[src/rtl/core/depth_pixel_backprojection_defines.svh]
// Assertion macros used by the block's queue module.
`ifndef DEPTH_PIXEL_BACKPROJECTION_DEFINES_SVH
`define DEPTH_PIXEL_BACKPROJECTION_DEFINES_SVH

// Check an implication in the same cycle, outside reset.
`define DPB_ASSERT_NOW(label, pre, post, msg) \
  label: assert property (@(posedge clk) disable iff (rst) (pre) |-> (post)) else $error(msg);

// Check an implication in the next cycle, outside reset.
`define DPB_ASSERT_NEXT(label, pre, post, msg) \
  label: assert property (@(posedge clk) disable iff (rst) (pre) |=> (post)) else $error(msg);

`endif

[src/rtl/core/dpb_pkg.sv]
package dpb_pkg;

  // Defaults for the top level parameters
  localparam int COORD_BITS_DEF     = 12;
  localparam int SUBSAMPLE_STEP_DEF = 2;
  localparam int QUEUE_DEPTH_DEF    = 4;

  // Configuration port
  localparam int ADDR_W = 5;
  localparam int DATA_W = 32;

  typedef enum logic [2:0] {
    REG_IMAGE_WIDTH     = 3'd0,
    REG_IMAGE_HEIGHT    = 3'd1,
    REG_INV_DEPTH_SCALE = 3'd2,
    REG_CENTER_X        = 3'd3,
    REG_CENTER_Y        = 3'd4,
    REG_INV_FOCAL_X     = 3'd5,
    REG_INV_FOCAL_Y     = 3'd6
  } reg_idx_t;

  typedef struct packed {
    logic [12:0] image_width;
    logic [12:0] image_height;
    logic [23:0] inv_depth_scale;
    logic [15:0] center_x;
    logic [15:0] center_y;
    logic [23:0] inv_focal_x;
    logic [23:0] inv_focal_y;
  } cfg_t;

  localparam cfg_t CFG_RESET = '{
    image_width:     13'd640,
    image_height:    13'd480,
    inv_depth_scale: 24'd16777,
    center_x:        16'd5208,
    center_y:        16'd4056,
    inv_focal_x:     24'd32389,
    inv_focal_y:     24'd32326
  };

  typedef struct packed {
    logic [15:0] depth_value;
    logic [7:0]  blue;
    logic [7:0]  green;
    logic [7:0]  red;
  } pixel_t;

  typedef struct packed {
    logic signed [23:0] point_x;
    logic signed [23:0] point_y;
    logic [23:0]        point_z;
    logic [7:0]         out_blue;
    logic [7:0]         out_green;
    logic [7:0]         out_red;
  } point_t;

  // Width of one queued pixel: depth, three color bytes, column and row
  function automatic int entry_width(int coord_bits);
    return 40 + 2 * coord_bits;
  endfunction

endpackage

[src/rtl/core/dpb_queue.sv]
`include "depth_pixel_backprojection_defines.svh"

module dpb_queue
  import dpb_pkg::*;
#(
  parameter int WIDTH = entry_width(COORD_BITS_DEF),
  parameter int DEPTH = QUEUE_DEPTH_DEF
) (
  input  logic             clk,
  input  logic             rst,
  input  logic             push,
  input  logic [WIDTH-1:0] push_data,
  input  logic             pop,
  output logic [WIDTH-1:0] pop_data,
  output logic             full,
  output logic             empty
);

  localparam int PTR_W = (DEPTH > 1) ? $clog2(DEPTH) : 1;
  localparam int CNT_W = $clog2(DEPTH + 1);
  localparam logic [PTR_W-1:0] PTR_LAST = PTR_W'(DEPTH - 1);

  logic [WIDTH-1:0] slot [DEPTH];
  logic [PTR_W-1:0] wr_ptr;
  logic [PTR_W-1:0] rd_ptr;
  logic [CNT_W-1:0] count;

  assign full     = (count == CNT_W'(DEPTH));
  assign empty    = (count == '0);
  assign pop_data = slot[rd_ptr];

  // Store the incoming entry
  always_ff @(posedge clk) begin
    if (push) begin
      slot[wr_ptr] <= push_data;
    end
  end

  // Move pointers and occupancy
  always_ff @(posedge clk) begin
    if (rst) begin
      wr_ptr <= '0;
      rd_ptr <= '0;
      count  <= '0;
    end else begin
      if (push) begin
        wr_ptr <= (wr_ptr == PTR_LAST) ? '0 : wr_ptr + 1'b1;
      end
      if (pop) begin
        rd_ptr <= (rd_ptr == PTR_LAST) ? '0 : rd_ptr + 1'b1;
      end
      if (push && !pop) begin
        count <= count + 1'b1;
      end else if (pop && !push) begin
        count <= count - 1'b1;
      end
    end
  end

  `DPB_ASSERT_NOW(a_no_overflow, push, !full || pop, "queue written while full")
  `DPB_ASSERT_NOW(a_no_underflow, pop, !empty, "queue read while empty")
  `DPB_ASSERT_NEXT(a_count_hold, !push && !pop, $stable(count), "queue count moved while idle")

endmodule

[config.mk]
export PLATFORM = sky130hd
export DESIGN_NAME = dpb_queue
export DESIGN_NICKNAME = d
export VERILOG_FILES = /design/src/rtl/core/dpb_pkg.sv /design/src/rtl/core/dpb_queue.sv
export VERILOG_INCLUDE_DIRS = /design/src /design/src/rtl/core
export SDC_FILE = /design/constraint.sdc
export NUM_CORES = 1
export LEC_CHECK = 0
export BUFFER_PORTS_ARGS = -buffer_cell sky130_fd_sc_hd__buf_2
export CORE_AREA = 10 10 139 141
export CTS_CLUSTER_DIAMETER = 80
export DETAILED_ROUTE_END_ITERATION = 8
export DIE_AREA = 0 0 149 151
export GPL_ROUTABILITY_DRIVEN = 1
export GPL_TIMING_DRIVEN = 0
export PLACE_DENSITY = 0.83
export SLEW_MARGIN = 5
export SYNTH_ARGS = -nofsm -noshare
export SYNTH_HDL_FRONTEND = slang
export SYNTH_SLANG_ARGS = --single-unit
[constraint.sdc]
create_clock -name clk -period 4.8 [get_ports clk]
set_input_delay 1.44 -clock clk [delete_from_list [all_inputs] [get_ports clk]]
set_output_delay 1.44 -clock clk [all_outputs]
set_load 0.02 [all_outputs]
==> impl_metrics.py <==
metrics = {
    "synthesis": {
        "netlist_instances": 378,
        "synth_top_area_share_pct": 78.8,
        "synth_edf_count": 256,
        "synth_top_family_by_area": "multiplexers",
        "synthArstFlopShare_pct": 0,
        "synthTopCellsByCount": "256 x edfxtp_1, 60 x mux4_2, 9 x dfxtp_1",
        "ys_warn_count": 0,
        "synthMuxAreaShare_pct": 15.3,
        "synthesis.nets": 453,
        "yosys_most_used_dff": "edfxtp_1",
        "synth.avg_cell_area_um2": 25.8,
        "synthXorXnorAreaFrac_pct": 0.180,
        "synth_fa_ha_area_share_pct": 0.975,
        "synth_cell_types": 20,
        "synthSimpleGateAreaFrac_pct": 0.796,
        "synth_area_um2": 9750,
        "ys_top_cells_by_area": "edfxtp_1 79%, mux4_2 14%, dfxtp_1 1.8%",
        "synth_compound_area_share_pct": 0.154,
        "yosysTopAreaCell": "edfxtp_1",
        "yosysSeqAreaShare_pct": 80.7,
        "synth-seq-cells": 265,
        "yosysMostFrequentCell": "edfxtp_1",
    },
    "route": {
        "vias_per_cell": 5.58,
        "drc": 0,
        "drt-total-wl_um": 18100,
        "drt_iter0_markers": 242,
        "drtPass1Iterations": 4,
        "num_vias": 4377,
        "wl_per_cell_um": 23.1,
        "ant_nets": 0,
    },
    "sta": {
        "fin_hold_ws_ps": 557,
        "tns_ps": 0,
        "slew_viol_final": 0,
        "fin_crit_sh_pct": 70.9,
        "hold_viol": 0,
        "max_freq_mhz": 294,
        "relSlewSlack_pct": 63.9,
        "fin_skew_ps": 6.98,
        "setup_viol": 0,
        "rsz0062_at_grt": "false",
        "worst_pin_slew_ps": 542,
        "worst_slack_ps": 1400,
        "finalCriticalPeriod_ps": 3400,
    },
    "clock_tree": {
        "htree_levels": 1,
        "clock-root-buffer": "clkbuf_16",
        "cts_setup_buffers": 0,
        "cts_sinks": 265,
        "ctsResizeCount": 0,
        "cts_max_path_buffers": 3,
        "clk_pin_slew_worst_paths_ps": 60,
        "cts_tree": "yes",
        "clk_latency_ps": 510,
        "hold_buffers": 0,
        "cts_made_buffers": 26,
    },
    "power_and_ir_drop": {
        "p_clk_share_pct": 39.4,
        "p_sw_mw": 1.11,
        "p_seq_share_pct": 50.9,
        "p_leak_nw": 4.02,
        "p_int_mw": 4.15,
        "powerDensity_nw_per_um2": 451,
        "p_sw_share_pct": 21.2,
        "comb_power_share_pct": 9.7,
        "power_mw": 5.26,
        "ir_worst_vdd_v": 0.000325,
    },
    "layout": {
        "multi_input_area_um2": 1710,
        "final_nets": 618,
        "drive_above_1_share_pct": 44.8,
        "fin_area_um2": 11700,
        "ff_latch_area_um2": 7870,
        "fill_cells": 1005,
        "syn_to_final_growth_pct": 19.8,
    },
    "critical_path": {
        "reg2reg_to": "slot[0][13]",
        "start_kind": "flip-flop",
        "critPathMaxFanout": 10,
        "max_stage_delay_ps": 520,
        "critical_path_buf_inv_count": 3,
        "path_cells": "buf_6 > buf_12 > mux4_2 > buf_2",
        "worstPathRequired_ps": 3360,
        "worstRegToRegCells": 4,
        "endpoint": "pop_data[0]",
        "r2r-start": "wr_ptr[0]",
        "cp_slowest_cell": "mux4_2",
        "cp.depth": 4,
        "crit_arrival_ps": 1960,
        "reg2reg_slack_ps": 3070,
        "path_class": "reg -> out",
        "cp-end-kind": "primary output",
        "cp_top_family": "buffers and inverters",
    },
    "place": {
        "gp_congestion": 0.711,
        "placed_area_um2": 10800,
        "place.detailed.hpwl_um": 11700,
        "portBuffers": 133,
        "pre_cts_slack_ps": 1860,
    },
    "global_routing": {
        "grt_pass1_vias": 4849,
        "grt_pass1_wl_um": 27600,
        "grt_max_degree": 36,
        "antenna_found_initial": 2,
        "globalRouteOverflowTotal": 0,
        "grt_usage_pct": 15.9,
    },
    "die": {
        "dieWidth_um": 149,
        "die-area_um2": 22500,
        "core_um2": 16500,
        "io-pin-count": 134,
        "row_count": 47,
        "start_util_pct": 59.2,
        "fp.dieH_um": 151,
    },
    "min_path": {
        "holdPathStages": 2,
        "hold_path_class": "reg -> reg",
    },
    "outcome": {
        "status": "finished, final reports clean",
    },
    "job": {
        "maxCapViolCount": 0,
    },
}
-- cells by family after synthesis --
family | count (synthesis)
xor+xnor | 2
fa+ha+maj | 7
buf+inv | 18
flops | 265
compound gates | 3
simple gates | 15
mux | 68
-- worst min-delay path, cell delays in order (launching register included) --
cell	delay, ps
dfxtp_1	340
o21ai_0	110
a21oi_1	70
-- through the flow --
stage / cells / utilization, %
floorplan: 378 / -
global placement: 731 / 64.9
detailed placement: 735 / 65.5
CTS: 783 / 70.9
global route: 783 / 70.9
finish: 784 / 70.9
-- final cells by class --
type	count	share of cell area (%)
well taps	220	2.36
diodes	1	0.0214
multi-input cells	95	14.7
repair buffers	137	6.38
inverters	4	0.129
plain buffers	14	1.42
clock inverters	18	1.79
flip-flops and latches	265	67.4
clock buffers	30	5.88
-- cell usage in the layout, fill, tap and decap left out --
master,n
clkbuf_2,1
mux4_2,60
clkinv_1,8
mux4_1,4
mux2i_1,4
bufinv_16,5
ha_1,6
buf_6,1
nor3b_1,2
o21ai_0,1
buf_2,139
edfxtp_1,256
xor2_1,2
inv_1,4
and2_4,4
clkbuf_16,27
buf_12,10
clkinv_2,4
or3_1,1
nor2_1,7
clkbuf_1,3
dfxtp_1,9
diode_2,1
clkinv_4,1
nor3_1,1
fa_1,1
a21oi_1,2
-- power by group through the flow --
stage	sequential, mW	combinational, mW	clock, mW
3_5_place_dp	2.73	0.521	0
3_3_place_gp	2.73	0.494	0
2_1_floorplan	2.72	0.326	0
5_1_grt	2.69	0.550	2.20
6_report	2.68	0.510	2.07
4_1_cts	2.68	0.524	2.11
-- how the worst min path moves through the flow --
stage                   start  slack (ps)   endpoint
floorplan            count[2]         460   count[2]
global placement     count[2]         480   count[2]
detailed placement  rd_ptr[1]         540  flip-flop
CTS                 rd_ptr[1]         560  rd_ptr[1]
global route         count[2]         590   count[2]
finish               count[2]         560   count[2]
-- registers in the layout, indices dropped and copies added (netlist names), named ones only --
register  count
wr_ptr        2
rd_ptr        2
count         3
slot        256
-- metal layers --
metal | global-route usage, % | routed length (um) | up-vias
met5 | 0 | 13 | -
met1 | 19.4 | 7040 | 2254
li1 | - | - | 1956
met4 | 4.71 | 357 | 2
met3 | 4.21 | 1110 | 33
met2 | 27.5 | 9560 | 132
No activity file was read; power rests on OpenSTA's default activity.
