===== src/rtl/core/depth_pixel_backprojection_defines.svh =====
// Assertion macros used by the block's queue module.
`ifndef DEPTH_PIXEL_BACKPROJECTION_DEFINES_SVH
`define DEPTH_PIXEL_BACKPROJECTION_DEFINES_SVH

// Check an implication in the same cycle, outside reset.
`define DPB_ASSERT_NOW(label, pre, post, msg) \
  label: assert property (@(posedge clk) disable iff (rst) (pre) |-> (post)) else $error(msg);

// Check an implication in the next cycle, outside reset.
`define DPB_ASSERT_NEXT(label, pre, post, msg) \
  label: assert property (@(posedge clk) disable iff (rst) (pre) |=> (post)) else $error(msg);

`endif


===== src/rtl/core/dpb_pkg.sv =====
package dpb_pkg;

  // Defaults for the top level parameters
  localparam int COORD_BITS_DEF     = 12;
  localparam int SUBSAMPLE_STEP_DEF = 2;
  localparam int QUEUE_DEPTH_DEF    = 4;

  // Configuration port
  localparam int ADDR_W = 5;
  localparam int DATA_W = 32;

  typedef enum logic [2:0] {
    REG_IMAGE_WIDTH     = 3'd0,
    REG_IMAGE_HEIGHT    = 3'd1,
    REG_INV_DEPTH_SCALE = 3'd2,
    REG_CENTER_X        = 3'd3,
    REG_CENTER_Y        = 3'd4,
    REG_INV_FOCAL_X     = 3'd5,
    REG_INV_FOCAL_Y     = 3'd6
  } reg_idx_t;

  typedef struct packed {
    logic [12:0] image_width;
    logic [12:0] image_height;
    logic [23:0] inv_depth_scale;
    logic [15:0] center_x;
    logic [15:0] center_y;
    logic [23:0] inv_focal_x;
    logic [23:0] inv_focal_y;
  } cfg_t;

  localparam cfg_t CFG_RESET = '{
    image_width:     13'd640,
    image_height:    13'd480,
    inv_depth_scale: 24'd16777,
    center_x:        16'd5208,
    center_y:        16'd4056,
    inv_focal_x:     24'd32389,
    inv_focal_y:     24'd32326
  };

  typedef struct packed {
    logic [15:0] depth_value;
    logic [7:0]  blue;
    logic [7:0]  green;
    logic [7:0]  red;
  } pixel_t;

  typedef struct packed {
    logic signed [23:0] point_x;
    logic signed [23:0] point_y;
    logic [23:0]        point_z;
    logic [7:0]         out_blue;
    logic [7:0]         out_green;
    logic [7:0]         out_red;
  } point_t;

  // Width of one queued pixel: depth, three color bytes, column and row
  function automatic int entry_width(int coord_bits);
    return 40 + 2 * coord_bits;
  endfunction

endpackage


===== src/rtl/core/dpb_regs.sv =====
module dpb_regs
  import dpb_pkg::*;
(
  input  logic              clk,
  input  logic              rst,
  input  logic              psel,
  input  logic              penable,
  input  logic              pwrite,
  input  logic [ADDR_W-1:0] paddr,
  input  logic [DATA_W-1:0] pwdata,
  output logic [DATA_W-1:0] prdata,
  output logic              pready,
  output cfg_t              cfg
);

  logic       wr;
  logic [2:0] idx;

  assign pready = 1'b1;
  assign wr     = psel && penable && pwrite;
  assign idx    = paddr[ADDR_W-1:2];

  // Write the addressed register, masked to its width
  always_ff @(posedge clk) begin
    if (rst) begin
      cfg <= CFG_RESET;
    end else if (wr) begin
      case (idx)
        REG_IMAGE_WIDTH:     cfg.image_width     <= pwdata[12:0];
        REG_IMAGE_HEIGHT:    cfg.image_height    <= pwdata[12:0];
        REG_INV_DEPTH_SCALE: cfg.inv_depth_scale <= pwdata[23:0];
        REG_CENTER_X:        cfg.center_x        <= pwdata[15:0];
        REG_CENTER_Y:        cfg.center_y        <= pwdata[15:0];
        REG_INV_FOCAL_X:     cfg.inv_focal_x     <= pwdata[23:0];
        REG_INV_FOCAL_Y:     cfg.inv_focal_y     <= pwdata[23:0];
        default: ;
      endcase
    end
  end

  // Return the addressed register
  always_comb begin
    case (idx)
      REG_IMAGE_WIDTH:     prdata = DATA_W'(cfg.image_width);
      REG_IMAGE_HEIGHT:    prdata = DATA_W'(cfg.image_height);
      REG_INV_DEPTH_SCALE: prdata = DATA_W'(cfg.inv_depth_scale);
      REG_CENTER_X:        prdata = DATA_W'(cfg.center_x);
      REG_CENTER_Y:        prdata = DATA_W'(cfg.center_y);
      REG_INV_FOCAL_X:     prdata = DATA_W'(cfg.inv_focal_x);
      REG_INV_FOCAL_Y:     prdata = DATA_W'(cfg.inv_focal_y);
      default:             prdata = '0;
    endcase
  end

endmodule


===== config.mk =====
export PLATFORM = sky130hd
export DESIGN_NAME = dpb_regs
export DESIGN_NICKNAME = d
export VERILOG_FILES = /design/src/rtl/core/depth_pixel_backprojection_defines.svh /design/src/rtl/core/dpb_pkg.sv /design/src/rtl/core/dpb_regs.sv
export SDC_FILE = /design/constraint.sdc
export NUM_CORES = 1
export LEC_CHECK = 0
export BUFFER_PORTS_ARGS = -buffer_cell sky130_fd_sc_hd__buf_2
export CAP_MARGIN = 10
export CORE_MARGIN = 2
export CORE_UTILIZATION = 44
export CTS_CLUSTER_SIZE = 25
export DETAILED_ROUTE_END_ITERATION = 8
export GPL_TIMING_DRIVEN = 0
export HOLD_SLACK_MARGIN = 0.03
export PLACE_DENSITY = 0.74
export REMOVE_ABC_BUFFERS = 1
export SKIP_LAST_GASP = 1
export SYNTH_ARGS = -nofsm -noshare
export SYNTH_HDL_FRONTEND = slang
export SYNTH_SLANG_ARGS = --single-unit
export TNS_END_PERCENT = 50

===== constraint.sdc =====
create_clock -name clk -period 2.1 [get_ports clk]
set_clock_uncertainty 0.05 [all_clocks]
set_input_delay 0.525 -clock clk [delete_from_list [all_inputs] [get_ports clk]]
set_output_delay 0.525 -clock clk [all_outputs]
set_load 0.01 [all_outputs]

==> results.py <==
metrics = {
    "placed_design": {
        "hpwlAfterDp_mm": 11.61,
        "buffer_ports.inserted": 185,
        "place_congestion": 0.7486,
    },
    "die": {
        "die_area_mm2": 0.01486,
        "initial_util_pct": 44.59,
        "die_boundary_width_um": 121.9,
        "core.rowCount": 43,
        "die-height_um": 121.9,
        "core_mm2": 0.01372,
        "ios": 205,
    },
    "final_layout": {
        "final_layout_size_suffix_gt1_share_pct": 34.53,
        "leading_cell_type_in_the_layout_fill_and_taps_excluded": "buf_2",
        "biggestRegsByFlops": "cfg (130)",
        "layout_common_cells": "buf_2 (181), dfxtp_1 (130), mux2i_1 (124), nand2b_1 (102), nor2_1 (59)",
        "largest_register_ffs": 130,
        "areaGrowthSynthToFinish_pct": 31.62,
        "fillers": 1218,
        "nNetsFinal": 841,
        "postLayoutCoreUtil_pct": 58.69,
        "max_flop_register": "cfg",
        "diodes": 0,
    },
    "worst_setup_path": {
        "worst-path-max-fanout": 8,
        "critical_path.reg2reg.endpoint": "cfg[71]",
        "arrival_ns": 1.52,
        "r2r-start": "cfg[71]",
        "path_class": "in -> out",
        "crit_path_start_kind": "input pin",
        "r2r_slack_ns": 1.26,
        "cp-endpoint": "prdata[15]",
        "critPathRequiredTime_ns": 1.52,
        "end_kind": "primary output",
        "r2r_cells": 3,
        "crit_path_start": "paddr[3]",
    },
    "synthesis": {
        "ys_dominant_reg_cell": "dfxtp_1",
        "yosysWarningCount": 0,
        "synth_enable_flop_cells": 0,
        "synth_seq_area_share_pct": 42.54,
        "post_synth_inst_count": 624,
        "avgSynthCellArea_um2": 9.803,
        "synth.distinct_cells": 32,
        "syn_area_mm2": 0.006117,
        "ffs_latches_synth": 130,
        "async_reset_ff_share_pct": 0,
    },
    "detailed_routing": {
        "top_layer_used": "met4",
        "via_count": 5306,
        "m1WireLength_mm": 8.401,
        "antenna_left": 0,
        "route.final.wire_length_mm": 18.93,
        "drt-pass1-iter-count": 4,
        "drcViolationCount": 0,
        "met3_length_mm": 1.386,
        "avgRoutedWirePerCell_um": 19.10,
        "vias_per_cell": 5.354,
        "dr.first_iter.drc_count": 347,
        "wl_met2_mm": 8.925,
    },
    "sta": {
        "finalSetupViolations": 0,
        "slew_viol_final": 0,
        "rsz0062_at_grt": "true",
        "max_freq_ghz": 0.4778,
        "timing.final.hold_violations": 0,
        "post-route-period-util_pct": 99.66,
        "layout_min_cycle_time_ns": 2.093,
        "relSlewSlack_pct": 30.35,
        "max_slew.worst_pin.slew_ns": 1.042,
    },
    "global_routing": {
        "antenna_found_initial": 0,
        "grt_start_max_net_pins": 103,
        "first_global_vias": 5021,
        "global_route.overflow_total": 0,
        "grtUsageTotal_pct": 25.24,
        "grt_pass1_wl_mm": 28.28,
    },
    "power": {
        "power.combinational.fraction_pct": 9.4,
        "p_sw_uw": 1332,
        "total_power_uw": 5741,
        "netSwitchingFraction_pct": 23.20,
        "p_int_uw": 4409,
        "power_density_mw_per_mm2": 713.0,
        "peakVddDrop_v": 0.0004798,
        "pwr-share-clk_pct": 47.0,
        "part_of_the_power_in_registers_pct": 43.6,
        "power.static_leakage_uw": 0.003868,
    },
    "clock_network": {
        "cts_hold_buf": 0,
        "cts_htree_levels": 4,
        "cts-buffers-inserted": 17,
        "worst_skew_pair.late_latency_ns": 0.41,
        "clock-sinks": 130,
        "clock_tree_from_tritoncts": "done",
        "cts_root_buf": "clkbuf_16",
        "cts_buffer_depth": 2,
        "path_clk_slew_ns": 0.05,
    },
    "flow_run": {
        "max_cap_check_violation_count": 0,
    },
    "run_status": {
        "run_status": "finished, final reports clean",
    },
    "worst_hold_path": {
        "min-delay-path-class": "in -> reg",
    },
}
==> power by group through the flow <==
stage / Combinational (uW) / Clock, uW / Sequential, uW
6_report: 539 / 2700 / 2500
5_1_grt: 574 / 2860 / 2500
3_3_place_gp: 421 / 0 / 2550
4_1_cts: 505 / 2740 / 2500
2_1_floorplan: 210 / 0 / 2560
3_5_place_dp: 432 / 0 / 2550
==> worst max-delay path: stages <==
cell,delay [ns]
buf_16,0.12
nor2b_4,0.27
buf_6,0.16
a22oi_1,0.07
o221ai_1,0.18
buf_2,0.17
==> cells in the mapped netlist, drive strengths merged (7+ instances only) <==
library cell / n / area [um2]
o21ai: 22 / 110.1
dfxtp: 130 / 2603
o211ai: 12 / 90.09
mux2i: 124 / 1241
a22oi: 35 / 262.8
clkbuf: 25 / 93.84
mux2: 13 / 146.4
o2bb2ai: 8 / 70.07
nand2b: 103 / 644.4
buf: 36 / 240.2
nor2: 60 / 225.2
nor2b: 17 / 106.4
a32oi: 12 / 105.1
nand2: 7 / 31.28
==> per-stage QoR <==
| stage | worst slack [ns] | hold WS (ns) | setup TNS [ns] | instance area, um2 | instances |
|---|---|---|---|---|---|
| after floorplan | -0.1711 | 0.4506 | -2.391 | 5809 | 570 |
| after global placement | -1.732 | 0.4274 | -144.94 | 6960 | 935 |
| after detailed placement | -1.374 | 0.4222 | -89.74 | 7032 | 939 |
| after CTS | -0.03472 | 0.3207 | -0.08463 | 7895 | 985 |
| after global routing | -0.04567 | 0.3478 | -0.2995 | 8051 | 991 |
| final | 0.007097 | 0.3322 | 0 | 8051 | 991 |
==> layer usage <==
metal	GRT usage [%]	up-vias
met2	41.86	219
met5	0	-
li1	-	2524
met1	31.89	2542
met3	6.601	21
met4	8.477	0
==> worst min path at each step <==
stage / from / endpoint / slack, ns / cells past startpoint
floorplan: cfg[86] / cfg[86] / 0.45 / 2
global placement: cfg[62] / cfg[62] / 0.43 / 2
detailed placement: cfg[85] / cfg[85] / 0.42 / 2
CTS: pwdata[1] / cfg[1] / 0.32 / 3
global route: pwdata[1] / cfg[1] / 0.35 / 3
finish: pwdata[1] / cfg[1] / 0.33 / 3
==> cell type report <==
cell class                      instances  area, um2  area share [%]
Multi-Input combinational cell        439       3329           41.35
Sequential cell                       130       2603           32.32
Timing Repair Buffer                  208       1330           16.52
Clock buffer                           26      519.2           6.449
Tap cell                              180      225.2           2.797
Clock inverter                          5      25.02          0.3108
Inverter                                2      12.51          0.1554
Timing Repair inverter                  1      7.507         0.09324
==> cells by family after synthesis <==
| kind of cell | count (synthesis) | synth area share, % |
|---|---|---|
| other | 2 | 0.1228 |
| and+or+nand+nor | 198 | 17.92 |
| AOI/OAI and AO/OA | 94 | 11.15 |
| DFF | 130 | 42.54 |
| buffers and inverters | 63 | 5.584 |
| muxes | 137 | 22.68 |
==> what timing repair did <==
item / in CTS / in global routing
gates cloned: 3 / 3
buffers inserted: 12 / 3
endpoints found under the setup margin: 89 / 24
endpoints found under the hold margin: 0 / 0
pin swaps: 1 / 5
resized for setup: 41 / 15
Power figures use the tool's default switching activity.
