**config.mk**
```make
export PLATFORM = sky130hd
export DESIGN_NAME = dpb_front
export DESIGN_NICKNAME = d
export VERILOG_FILES = /design/src/rtl/core/depth_pixel_backprojection_defines.svh /design/src/rtl/core/dpb_pkg.sv /design/src/rtl/core/dpb_front.sv
export SDC_FILE = /design/constraint.sdc
export NUM_CORES = 1
export LEC_CHECK = 0
export ABC_AREA = 0
export ABC_CLOCK_PERIOD_IN_PS = 9300
export BUFFER_PORTS_ARGS = -buffer_cell sky130_fd_sc_hd__buf_2
export CAP_MARGIN = 30
export CORE_AREA = 8 8 82 99
export DETAILED_ROUTE_END_ITERATION = 12
export DIE_AREA = 0 0 90 107
export GPL_ROUTABILITY_DRIVEN = 0
export GPL_TIMING_DRIVEN = 0
export MAX_ROUTING_LAYER = met4
export PLACE_DENSITY = 0.94
export SLEW_MARGIN = 20
export SYNTH_ARGS = -nofsm -noshare
export SYNTH_HDL_FRONTEND = slang
export SYNTH_SLANG_ARGS = --single-unit
```
**constraint.sdc**
```tcl
create_clock -name clk -period 9.3 [get_ports clk]
set_input_delay 1.86 -clock clk [delete_from_list [all_inputs] [get_ports clk]]
set_output_delay 1.86 -clock clk [all_outputs]
set_load 0.02 [all_outputs]
```
**src/rtl/core/depth_pixel_backprojection_defines.svh**
```systemverilog
// Assertion macros used by the block's queue module.
`ifndef DEPTH_PIXEL_BACKPROJECTION_DEFINES_SVH
`define DEPTH_PIXEL_BACKPROJECTION_DEFINES_SVH

// Check an implication in the same cycle, outside reset.
`define DPB_ASSERT_NOW(label, pre, post, msg) \
  label: assert property (@(posedge clk) disable iff (rst) (pre) |-> (post)) else $error(msg);

// Check an implication in the next cycle, outside reset.
`define DPB_ASSERT_NEXT(label, pre, post, msg) \
  label: assert property (@(posedge clk) disable iff (rst) (pre) |=> (post)) else $error(msg);

`endif

```
**src/rtl/core/dpb_pkg.sv**
```systemverilog
package dpb_pkg;

  // Defaults for the top level parameters
  localparam int COORD_BITS_DEF     = 12;
  localparam int SUBSAMPLE_STEP_DEF = 2;
  localparam int QUEUE_DEPTH_DEF    = 4;

  // Configuration port
  localparam int ADDR_W = 5;
  localparam int DATA_W = 32;

  typedef enum logic [2:0] {
    REG_IMAGE_WIDTH     = 3'd0,
    REG_IMAGE_HEIGHT    = 3'd1,
    REG_INV_DEPTH_SCALE = 3'd2,
    REG_CENTER_X        = 3'd3,
    REG_CENTER_Y        = 3'd4,
    REG_INV_FOCAL_X     = 3'd5,
    REG_INV_FOCAL_Y     = 3'd6
  } reg_idx_t;

  typedef struct packed {
    logic [12:0] image_width;
    logic [12:0] image_height;
    logic [23:0] inv_depth_scale;
    logic [15:0] center_x;
    logic [15:0] center_y;
    logic [23:0] inv_focal_x;
    logic [23:0] inv_focal_y;
  } cfg_t;

  localparam cfg_t CFG_RESET = '{
    image_width:     13'd640,
    image_height:    13'd480,
    inv_depth_scale: 24'd16777,
    center_x:        16'd5208,
    center_y:        16'd4056,
    inv_focal_x:     24'd32389,
    inv_focal_y:     24'd32326
  };

  typedef struct packed {
    logic [15:0] depth_value;
    logic [7:0]  blue;
    logic [7:0]  green;
    logic [7:0]  red;
  } pixel_t;

  typedef struct packed {
    logic signed [23:0] point_x;
    logic signed [23:0] point_y;
    logic [23:0]        point_z;
    logic [7:0]         out_blue;
    logic [7:0]         out_green;
    logic [7:0]         out_red;
  } point_t;

  // Width of one queued pixel: depth, three color bytes, column and row
  function automatic int entry_width(int coord_bits);
    return 40 + 2 * coord_bits;
  endfunction

endpackage

```
**src/rtl/core/dpb_front.sv**
```systemverilog
module dpb_front
  import dpb_pkg::*;
#(
  parameter int COORD_BITS     = COORD_BITS_DEF,
  parameter int SUBSAMPLE_STEP = SUBSAMPLE_STEP_DEF,
  parameter int ENT_W          = entry_width(COORD_BITS)
) (
  input  logic             clk,
  input  logic             rst,
  input  cfg_t             cfg,
  input  logic             pixel_valid,
  output logic             pixel_ready,
  input  pixel_t           pixel,
  input  logic             q_full,
  output logic             push,
  output logic [ENT_W-1:0] push_data
);

  localparam int CMP_W = (COORD_BITS + 1 > 13) ? COORD_BITS + 1 : 13;
  localparam int PH_W  = (SUBSAMPLE_STEP > 1) ? $clog2(SUBSAMPLE_STEP) : 1;
  localparam logic [PH_W-1:0] PH_LAST = PH_W'(SUBSAMPLE_STEP - 1);

  logic [COORD_BITS-1:0] col;
  logic [COORD_BITS-1:0] row;
  logic [PH_W-1:0]       col_ph;
  logic [PH_W-1:0]       row_ph;
  logic                  col_last;
  logic                  row_last;
  logic                  accept;
  logic                  keep;

  assign pixel_ready = !q_full;
  assign accept      = pixel_valid && pixel_ready;

  // Wrap at the configured size or at the counter's top value
  assign col_last = (CMP_W'(col) + CMP_W'(1) >= CMP_W'(cfg.image_width)) || (&col);
  assign row_last = (CMP_W'(row) + CMP_W'(1) >= CMP_W'(cfg.image_height)) || (&row);

  // Advance raster position and subsample phases on every transfer
  always_ff @(posedge clk) begin
    if (rst) begin
      col    <= '0;
      row    <= '0;
      col_ph <= '0;
      row_ph <= '0;
    end else if (accept) begin
      if (col_last) begin
        col    <= '0;
        col_ph <= '0;
        if (row_last) begin
          row    <= '0;
          row_ph <= '0;
        end else begin
          row    <= row + 1'b1;
          row_ph <= (row_ph == PH_LAST) ? '0 : row_ph + 1'b1;
        end
      end else begin
        col    <= col + 1'b1;
        col_ph <= (col_ph == PH_LAST) ? '0 : col_ph + 1'b1;
      end
    end
  end

  // Keep on-grid pixels that carry a depth measurement
  assign keep      = (col_ph == '0) && (row_ph == '0) && (pixel.depth_value != '0);
  assign push      = accept && keep;
  assign push_data = {row, col, pixel.red, pixel.green, pixel.blue, pixel.depth_value};

endmodule

```
==> metrics.md <==
| Metric | Value |
|---|---|
| Worst Tran Pin Value | approximately 730 ps |
| Post-place setup slack | around 4200 ps |
| Initial antenna violation count | 0 |
| Resized cells post-CTS | 0 |
| Period utilisation layout | 0.552 |
| Max Slew Vio Count | 0 |
| Syn Area/Cell | approximately 8 um2 |
| CP max stage delay | approximately 440 ps |
| Clock share of power | 0.266 |
| Library cells used by synthesis | between 40 and 50 |
| EDFF count, synth | 0 |
| Number of synthesized register bits | 26 |
| RSZ-0062 raised after global routing | false |
| Grt total ovfl | 0 |
| CTS buffer count | 3 |
| CTS clk-pin slew, worst paths | approximately 90 ps |
| CP endpoint kind | output port |
| Die width | 90 um |
| WL final | 7600 um |
| Drt wl/cell | between 10 and 15 um |
| Worst setup path category | in -> out |
| CP Max Fanout | 10 |
| Setup Buffers After CTS | 0 |
| Initial Utilization | 0.384 |
| Fin Setup TNS | 0 ps |
| Worst Path Arrival | approximately 3300 ps |
| I/O pin count | 240 |
| Hold Buf Count CTS | 0 |
| Clk root buf | clkbuf_8 |
| CP Buf/Inv Count | 5 |
| Pwr per Cell Area | between 70 and 80 nW/um2 |
| Drt pass-1 iters | 4 |
| Final Worst Setup Slack | roughly 4200 ps |
| Clk buf depth | 2 |
| Switch Pwr | just over 0.07 mW |
| Area growth, synth to finish | 27.6% |
| Initial DRC count | approximately 170 |
| Final critical-path required period | just over 5000 ps |
| Sequential share of power | 0.467 |
| Die ar. | 9630 um2 |
| Max-capacitance violation count | 0 |
| CTS sink cnt | 26 |
| Net Count, Synth | between 500 and 600 |
| Main synth FF type | dfxtp_1 |
| Fmax | about 200 MHz |
| Asr flop ratio synth | 0 |
| Post-synthesis cell area | approximately 2500 um2 |
| Clock Skew | 1.78 ps |
| Vias in the first global route | approximately 2800 |
| Sw frac | 0.294 |
| Outcome | finished clean |
| Seq/Total Area, Yosys | 0.205 |
| Detailed-route via count | between 2000 and 3000 |
| H-tree depth | 1 |
| Slew HR | 0.509 |
| # DRC | 0 |
| ANT nets after route | 0 |
| First-pass GRT wire length | roughly 12000 um |
| Worst vdd ir | between 50 and 60 uV |
| Internal power | 0.171 mW |
| Core box area | about 6600 um2 |
| Type of the worst min-delay path | reg -> reg |
| Final setup violation count | 0 |
| Combinational share of power | 0.267 |
| Final hold viol count | 0 |
| # rows | 33 |
| Largest net degree at the start of global routing | 14 |
| FILL cells | approximately 640 |
| Tot GR Track Use | 0.152 |
| Post-DP HPWL | approximately 6400 um |
| Number of port buffers | 110 |
| Crit-path cells | buf_2, inv_1, nand2_1, clkbuf_1, clkbuf_1, nor4_1, buf_2 |
| Vias per cell | about 5 |
| Die H | ~110 um |
| Ratio of cells with drive above 1 in the final layout | 0.377 |
| CTS tree | built |
| Required time worst endpoint | approximately 7400 ps |
| Nets@finish | 642 |
| Leak | between 1.5 and 2 nW |
| Crit start category | primary input |
| Worst skew pair latency | 270 ps |
| Diode count | 0 |
| Worst path slowest cell | clkbuf_1 |
| Yosys warning total | 0 |
| Cells after Synth | 325 |
| Hold Slack | between 400 and 500 ps |
| Worst path top cell family by delay | buffers and inverters |
-- registers in the layout, indices dropped and copies added, names as in the netlist --
signal,flops
col,12
row_ph,1
col_ph,1
row,12
-- cells in the final DEF (no fill, tap or decap), types with 2 or more instances in the layout --
| master | n |
|---|---|
| a21oi_1 | 22 |
| a32o_1 | 6 |
| nor2b_1 | 3 |
| buf_2 | 110 |
| o21ai_0 | 26 |
| nand3b_1 | 5 |
| nor3_1 | 6 |
| buf_6 | 2 |
| nor3b_1 | 2 |
| clkbuf_8 | 3 |
| ha_1 | 28 |
| nand2_1 | 22 |
| a211oi_1 | 2 |
| xnor2_1 | 9 |
| and4_1 | 2 |
| and3_1 | 4 |
| nand3_1 | 17 |
| nand2b_1 | 3 |
| dfxtp_1 | 26 |
| inv_1 | 28 |
| xor2_1 | 11 |
| nand4_1 | 7 |
| or3_1 | 2 |
| buf_4 | 41 |
| a31oi_1 | 4 |
| nor2_1 | 12 |
| clkbuf_1 | 6 |
| a21o_1 | 4 |
| nor4_1 | 8 |
| or4_1 | 2 |
-- kinds of logic (layout without fill, tap and decap cells) --
group | Yosys count | after routing | synth area share
flip-flops | 26 | 26 | 0.205
XOR/XNOR | 20 | 20 | 0.0690
buffers and inverters | 79 | 192 | 0.184
AND/OR/NAND/NOR | 101 | 101 | 0.222
adder cells (fa/ha/maj) | 28 | 28 | 0.138
AO/OA/AOI/OAI | 71 | 71 | 0.182
-- final cells by class --
type / instances / area, um2 / share of cell area
inverter: 28 / 105 / 0.0324
buffer: 51 / 362 / 0.112
tap: 87 / 109 / 0.0336
timing repair buffer: 110 / 551 / 0.170
multi-input combinational: 220 / 1550 / 0.479
sequential: 26 / 520 / 0.161
clock buffer: 3 / 41.3 / 0.0127
-- power by group through the flow --
| stage | Sequential, mW | Clock [mW] | Combinational (mW) |
|---|---|---|---|
| 5_1_grt | 0.113 | 0.0699 | 0.0709 |
| 3_5_place_dp | 0.116 | 0 | 0.0653 |
| 3_3_place_gp | 0.115 | 0 | 0.0630 |
| 2_1_floorplan | 0.116 | 0 | 0.0402 |
| 6_report | 0.113 | 0.0645 | 0.0646 |
| 4_1_cts | 0.113 | 0.0655 | 0.0654 |
-- Yosys cell counts, drive strengths merged (3+ instances only) --
| cell | count | share of area |
|---|---|---|
| dfxtp | 26 | 0.21 |
| nand2b | 3 | 0.0074 |
| nand4 | 7 | 0.017 |
| inv | 28 | 0.041 |
| nor2b | 3 | 0.0074 |
| and3 | 4 | 0.0099 |
| a32o | 6 | 0.024 |
| nand2 | 22 | 0.033 |
| nor3 | 6 | 0.012 |
| buf | 44 | 0.13 |
| xnor2 | 9 | 0.031 |
| xor2 | 11 | 0.038 |
| a31oi | 5 | 0.018 |
| a211oi | 3 | 0.014 |
| nor4 | 9 | 0.028 |
| nand3b | 5 | 0.015 |
| ha | 28 | 0.14 |
| nand3 | 19 | 0.044 |
| a21o | 4 | 0.012 |
| clkbuf | 7 | 0.011 |
| a21oi | 22 | 0.043 |
| nor2 | 12 | 0.018 |
| o21ai | 26 | 0.051 |
-- metrics by stage --
stage	total power, mW	std cells	utilization	cell area (um2)
6_report	0.242	525	0.490	3240
5_1_grt	0.254	525	0.490	3240
4_1_cts	0.244	525	0.490	3240
3_5_place_dp	0.181	522	0.484	3200
3_3_place_gp	0.179	522	0.484	3200
2_1_floorplan	0.156	325	-	2540
-- worst paths after layout --
kind                                        endpoint                start  slack [ps]  depth (start not counted)
worst max-delay path                            push               q_full        4170                          7
worst min-delay path             col_ph$_SDFFE_PP0P_  col_ph$_SDFFE_PP0P_         490                          2
worst max register to register  row[11]$_SDFFE_PP0P_  row[2]$_SDFFE_PP0P_        5740                         13
worst min register to register   col_ph$_SDFFE_PP0P_  col_ph$_SDFFE_PP0P_         490                          2
-- metal layers --
metal / wire length, um / global-route usage / up-vias
met5: 0 / - / -
met2: 4020 / 0.280 / 110
met1: 2930 / 0.155 / 1234
met3: 638 / 0.0468 / 2
met4: 19 / 0.0334 / 0
li1: - / - / 1336
-- worst min-delay path, cell delays in order, from the launching register on --
cell     delay [ps]
dfxtp_1         330
nand2_1          60
a21oi_1          60
Note: power is estimated with default switching activity, not from simulation.
